`src/design/polynomial_dewarp_mapper_assert.svh`:
```
// Assertion helpers for the dewarp mapper.
`ifndef POLYNOMIAL_DEWARP_MAPPER_ASSERT_SVH
`define POLYNOMIAL_DEWARP_MAPPER_ASSERT_SVH

// same-cycle implication
`define DWM_ASSERT_IMP(lbl, ck, rn, ante, cons) \
    lbl: assert property (@(posedge ck) disable iff (!rn) (ante) |-> (cons)) \
        else $error("dwm: assertion failed");

// next-cycle implication
`define DWM_ASSERT_NXT(lbl, ck, rn, ante, cons) \
    lbl: assert property (@(posedge ck) disable iff (!rn) (ante) |=> (cons)) \
        else $error("dwm: assertion failed");

`endif

```
`src/design/dwm_pkg.sv`:
```
package dwm_pkg;

    localparam int COORD_BITS = 16;
    localparam int FRAC_BITS  = 24;

    localparam int COEF_W  = 32;
    localparam int CFG_W   = 64;
    localparam int IDX_W   = 3;
    localparam int N_COEF  = 7;
    localparam int N_PAIRS = 7;
    localparam int CENTER_HALF = 16;

    // signed operand widths; products are sized to be exact
    localparam int D_W   = COORD_BITS + 1;
    localparam int SQ_W  = 2 * D_W;
    localparam int CU_W  = 3 * D_W;
    localparam int LO_W  = CU_W / 2;
    localparam int HI_W  = CU_W - LO_W;
    localparam int ACC_W = CU_W + COEF_W + 2;

    localparam int OUT_W = 18;
    localparam logic signed [OUT_W-1:0] OUT_MAX = {1'b0, {(OUT_W-1){1'b1}}};
    localparam logic signed [OUT_W-1:0] OUT_MIN = {1'b1, {(OUT_W-1){1'b0}}};

    localparam logic [COEF_W-1:0] COEF_ONE = COEF_W'(1) << FRAC_BITS;
    localparam int X_UNIT_PAIR = 0;
    localparam int Y_UNIT_PAIR = 4;

    // pipeline stage positions
    localparam int ST_D     = 0;
    localparam int ST_SQ    = 1;
    localparam int ST_CU    = 2;
    localparam int ST_PROD  = 3;
    localparam int ST_SUM1  = 4;
    localparam int ST_SUM2  = 5;
    localparam int ST_TOT   = 6;
    localparam int ST_OUT   = 7;
    localparam int N_STAGES = 8;

    typedef enum logic [IDX_W-1:0] {
        REG_COEF_PAIR_0,
        REG_COEF_PAIR_1,
        REG_COEF_PAIR_2,
        REG_COEF_PAIR_3,
        REG_COEF_PAIR_4,
        REG_COEF_PAIR_5,
        REG_COEF_PAIR_6,
        REG_WARP_CENTER
    } reg_idx_t;

    typedef struct packed {
        logic [N_STAGES-1:0] en;
    } pipe_ctrl_t;

    typedef struct packed {
        logic signed [D_W-1:0]  dx;
        logic signed [D_W-1:0]  dy;
        logic signed [SQ_W-1:0] dx2;
        logic signed [SQ_W-1:0] dy2;
        logic signed [SQ_W-1:0] dxy;
        logic signed [CU_W-1:0] dx2y;
        logic signed [CU_W-1:0] dxy2;
    } mono_t;

    typedef logic [N_COEF-1:0][COEF_W-1:0] axis_coef_t;

endpackage

```
`src/design/dwm_cfg.sv`:
```
module dwm_cfg (
    input  logic                          clk,
    input  logic                          rst_n,
    input  logic                          cfg_we,
    input  logic [dwm_pkg::IDX_W-1:0]     cfg_index,
    input  logic [dwm_pkg::CFG_W-1:0]     cfg_data,
    output dwm_pkg::axis_coef_t           coef_x,
    output dwm_pkg::axis_coef_t           coef_y,
    output logic [dwm_pkg::COORD_BITS-1:0] center_x,
    output logic [dwm_pkg::COORD_BITS-1:0] center_y
);

    localparam int CFG_W   = dwm_pkg::CFG_W;
    localparam int COEF_W  = dwm_pkg::COEF_W;
    localparam int N_COEF  = dwm_pkg::N_COEF;
    localparam int HALF    = dwm_pkg::CENTER_HALF;
    localparam int COORD_BITS = dwm_pkg::COORD_BITS;
    localparam logic [CFG_W-1:0] PAIR_ONE = CFG_W'(dwm_pkg::COEF_ONE);

    logic [dwm_pkg::N_PAIRS-1:0][CFG_W-1:0] pair_reg;
    logic [2*HALF-1:0]                      center_reg;

    always_ff @(posedge clk or negedge rst_n)
    begin
        if (!rst_n)
        begin
            for (int i = 0; i < dwm_pkg::N_PAIRS; i++)
            begin
                pair_reg[i] <= (i == dwm_pkg::X_UNIT_PAIR || i == dwm_pkg::Y_UNIT_PAIR)
                               ? PAIR_ONE : '0;
            end
            center_reg <= '0;
        end
        else if (cfg_we)
        begin
            case (dwm_pkg::reg_idx_t'(cfg_index))
                dwm_pkg::REG_COEF_PAIR_0,
                dwm_pkg::REG_COEF_PAIR_1,
                dwm_pkg::REG_COEF_PAIR_2,
                dwm_pkg::REG_COEF_PAIR_3,
                dwm_pkg::REG_COEF_PAIR_4,
                dwm_pkg::REG_COEF_PAIR_5,
                dwm_pkg::REG_COEF_PAIR_6:
                begin
                    pair_reg[cfg_index] <= cfg_data;
                end
                dwm_pkg::REG_WARP_CENTER:
                begin
                    center_reg <= cfg_data[2*HALF-1:0];
                end
                default:
                begin
                end
            endcase
        end
    end

    // coefficient k sits in pair k/2, low half for even k
    for (genvar g = 0; g < N_COEF; g++)
    begin : g_coef
        localparam int KX = g;
        localparam int KY = g + N_COEF;
        assign coef_x[g] = (KX % 2 == 1) ? pair_reg[KX/2][2*COEF_W-1:COEF_W]
                                         : pair_reg[KX/2][COEF_W-1:0];
        assign coef_y[g] = (KY % 2 == 1) ? pair_reg[KY/2][2*COEF_W-1:COEF_W]
                                         : pair_reg[KY/2][COEF_W-1:0];
    end

    assign center_x = COORD_BITS'(center_reg[HALF-1:0]);
    assign center_y = COORD_BITS'(center_reg[2*HALF-1:HALF]);

endmodule

```
`config.mk`:
```
export PLATFORM = sky130hd
export DESIGN_NAME = dwm_cfg
export DESIGN_NICKNAME = d
export VERILOG_FILES = /design/src/design/polynomial_dewarp_mapper_assert.svh /design/src/design/dwm_pkg.sv /design/src/design/dwm_cfg.sv
export SDC_FILE = /design/constraint.sdc
export NUM_CORES = 1
export LEC_CHECK = 0
export BUFFER_PORTS_ARGS = -buffer_cell sky130_fd_sc_hd__buf_2
export CORE_AREA = 4 4 212 214
export DETAILED_ROUTE_END_ITERATION = 12
export DIE_AREA = 0 0 216 218
export GPL_ROUTABILITY_DRIVEN = 0
export PLACE_DENSITY = 0.8
export SLEW_MARGIN = 25
export SYNTH_ARGS = -nofsm -noshare
export SYNTH_HDL_FRONTEND = slang
export SYNTH_SLANG_ARGS = --single-unit
```
`constraint.sdc`:
```
create_clock -name clk -period 1.2 [get_ports clk]
set_input_delay 0.24 -clock clk [delete_from_list [all_inputs] [get_ports clk]]
set_output_delay 0.24 -clock clk [all_outputs]
set_load 0.01 [all_outputs]
```
-- Word level (Yosys, flattened, before mapping)
Index checks and enable logic that the tools add are counted.
- flip-flop bits (word level): 480
- input bits: 70
- output and inout port bits: 480
- word-level logic and storage cells: 25
- order comparisons: 2
- equal/unequal tests: 7
- multiplexer cells: 3
- reductions and logical operators: 5
- operator list (cell ; count):
    $bwmux 448 ; 1
    $demux 64 s3 ; 1
    $mux 64 ; 1
    $eq 3x3->1 const B ; 4
    $reduce_or 7->1 ; 1
    $eq 3x2->1 const B ; 2
    $lt 3x4->1 const B ; 1
    $reduce_and 2->1 ; 2
    $eq 3x1->1 const B ; 1
    $ge 3x1->1 const B ; 1
    $logic_not 3->1 ; 1
    $logic_and 1x1->1 ; 1

-- Logic depth before layout (Yosys ltp)
- depth after elaboration: 5
- depth in mapped cells: 4
- mapped depth without buffers: 2

-- Worst setup path before layout
Ideal clock, no wire load.
- path kind: in2reg
- start: input cfg_index[1] in the netlist's numbering
- end: register pair_reg, in the netlist coef_x[0]
- library setup time: 0.125 ns
- data arrival time: 1.166 ns
- data required time: 1.075 ns
- slack: -0.091 ns
- stages: 4
- buffers on the path: 2
- path through: nor4b_2 > buf_4 > buf_6 > mux2_2
- word-level cells in the longest chain between the ends: 5
- elaborated cells between the ends (all ways): 15
- those cells by class: order compare: 2; eq/ne: 6; mux: 3; reduce/logical: 4
- RTL lines (element ; line ; RTL):
    start, declared ; dwm_cfg.sv:5 ; input logic [dwm_pkg::IDX_W-1:0] cfg_index,
    $lt 3x4->1 (implied by the code) or $ge 3x1->1 (tied branches) ; dwm_cfg.sv:45 ; pair_reg[cfg_index] <= cfg_data;
    $logic_and 1x1->1 (implied by the code) ; dwm_cfg.sv:45 ;
    $mux 64 (implied by the code) ; dwm_cfg.sv:45 ;
    $demux 64 s3 ; dwm_cfg.sv:45 ;
    $bwmux 448 ; dwm_cfg.sv:45 ;
    end signal, assigned by index ; dwm_cfg.sv:29 ; pair_reg[i] <= (i == dwm_pkg::X_UNIT_PAIR || i == dwm_pkg::Y_UNIT_PAIR)
    end signal, assigned by index ; dwm_cfg.sv:45 ;
    end, declared ; dwm_cfg.sv:20 ; logic [dwm_pkg::N_PAIRS-1:0][CFG_W-1:0] pair_reg;
Several ways; a longest one is shown, not always the timed one.
A chain may end at the register's enable or synchronous reset.

-- Final worst setup path
- start: register pair_reg, in the netlist coef_x[24]
- end: output coef_x[24] in the netlist's numbering
- RTL lines (element ; line ; RTL):
    end, declared ; dwm_cfg.sv:7 ; output dwm_pkg::axis_coef_t coef_x,
No word-level cell between the ends.

==> metrics.cfg <==
[run_status]
outcome=finished, violations left
violations=negative setup slack

[sta]
hold_violations=0
clock.fmax_mhz=686
worst_slew_pin_slew_ns=0.467
drv_slew=0
timing.final.ws_setup_ns=-0.258
fin_crit_sh=1.22
rsz0062_at_grt=yes
layout_min_cycle_time_ns=1.46
setup_viol=480
finClkSkew_ns=0
max-slew-margin-rel=0.689

[logic_synthesis]
yosys.area_share.adder=0
synth_commonest_cells=dfrtp_1, mux2_2, mux2_4
synthMuxAreaShare=0.323
ys_types=12
yosys-top-cells-area=dfrtp_1, mux2_2, mux2_4
synth_xor_area_frac=0
synth_area_per_cell_um2=18.4
synth_warnings=0
yosysMostFrequentCell=dfrtp_1
synth-compound-area-share=0
yosysTopAreaCellShare=0.636
async_flop_share=1.00
synth_seq_area_share=0.639
ys_seq_elements=480
yosysTopAreaCell=dfrtp_1
syn_area_um2=18800
synth.net_count=1090
synthCells=1020
synth_top_family_by_area=multiplexers
yosys.area_share.simple=0.00452
synth_ff_type=dfrtp_1
synth_enable_flop_cells=0

[clocking]
clk_latency_ns=0.57
cts.path.max_buffers=3
cts-htree-levels=2
tritoncts=done
cts_num_sinks=480
cts.clk_slew.worst_paths_ns=0.07
cts_made_buffers=49
clock-root-buffer=clkbuf_16

[power]
ir_drop_v=0.00174
p_per_area_nw_per_um2=1960
leakage_uw=0.0138

[final_layout]
drive_above_1_share=0.736
diodes=0
finalNetCount=2021
final_cells=2572
fin_util=0.656
fillCellCount=2655
syn_to_final_growth_pct=49.4

[die]
ioPinCount=550
die_y_um=218
dieWidth_um=216
start_util=0.439
core-area_um2=42900
dieArea_um2=47100
num_rows=76

[critical_path]
crit_path_top_delay_cell=dfstp_2
cp.arrival_ns=1.22
critical_path_class=reg2out
cp-start-kind=flip-flop
crit_family=flip-flops
path_max_fanout=2
critPathMaxStageDelay_ns=0.54
end_kind=primary output
path_cells=buf_6
required_ns=0.96
path_buf_inv=1

[global_routing]
first_global_vias=14000
grt_overflow=0
antenna_found_initial=1
grt_usage=0.236
grt_pass1_wl_um=86400
grt_max_degree=66

[drt]
post_drt_via_cell_ratio=5.14
drt_first_pass_iters=5
wl_per_cell_um=24.6
wl_um=63300
routed-via-count=13200
ant_nets=0
first_iter_violations=785
drc=0

[place]
port_buffers=549
dpl.cell_count=2176
dp_hpwl_um=35700

[min_path]
hold_class=in2reg

[job]
max_cap_viol_count=0

-- worst paths after layout --
check | from | end | slack (ns) | cells past startpoint
worst max-delay path | coef_x[24] | coef_x[24] | -0.26 | 1
worst min-delay path | cfg_data[30] | coef_x[94] | 0.03 | 2
worst max register to register | center_reg[7] | center_reg[7] | 0.13 | 3
worst min register to register | coef_y[10] | coef_y[10] | 0.50 | 1
max in group asynchronous | rst_n | coef_x[176] | 0.39 | 3
min in group asynchronous | rst_n | coef_y[37] | 0.08 | 2
-- power by group --
group / switching, uW / internal (uW)
sequential: 2660 / 19800
clock: 6520 / 8910
combinational: 6880 / 10500
-- area by class of cell --
class,instances,area (um^2),share of cell area
repair buffers,932,7570,0.269
clock inverters,12,96.3,0.00343
multi-input cells,488,6190,0.220
well taps,585,732,0.0260
clock buffers,75,1520,0.0539
flip-flops and latches,480,12000,0.427
-- placed cells by master (no fill, tap or decap), types with 3 or more instances in the layout --
master	count
clkinv_2	8
dfrtp_1	478
buf_6	234
inv_6	3
clkbuf_16	51
and4bb_4	3
buf_2	314
dlygate4sd3_1	34
nand4b_1	3
mux2_4	180
clkbuf_1	9
buf_4	318
mux2_2	300
buf_12	31
clkbuf_8	15
-- routing by layer --
metal | part of all wire | vias to the layer above | wire (um) | global-route usage
met5 | 0.00021 | - | 13 | 0
met4 | 0.040 | 2 | 2510 | 0.0898
met3 | 0.083 | 171 | 5250 | 0.0740
met2 | 0.49 | 622 | 31000 | 0.392
met1 | 0.39 | 6936 | 24500 | 0.290
li1 | - | 5501 | - | -
-- metrics by stage --
step	worst slack (ns)	TNS (ns)	total power, uW	hold slack, ns	cell area (um^2)
after floorplan	-0.0639	-13.25	27700	-0.0556	18800
after global routing	-0.306	-91.95	57300	0.0133	28100
after detailed placement	-0.438	-161.61	33700	0.0931	22600
after CTS	-0.298	-84.46	52500	0.00378	26800
final	-0.258	-67.55	55200	0.0346	28100
after global placement	-0.409	-148.16	33300	0.0912	22600
-- cell families (layout without fill, tap and decap cells) --
| group | count (synthesis) | after routing |
|---|---|---|
| and+or+nand+nor | 8 | 8 |
| buffers and inverters | 52 | 1019 |
| muxes | 480 | 480 |
| DFF | 480 | 480 |
-- repair_timing --
action	4_1_cts	5_1_grt
endpoints found under the setup margin	480	480
buffers inserted	156	119
hold buffers	33	1
cloned	0	0
hold endpoints to repair	667	1
gates resized for setup	223	73
Note: power is estimated with default switching activity, not from simulation.
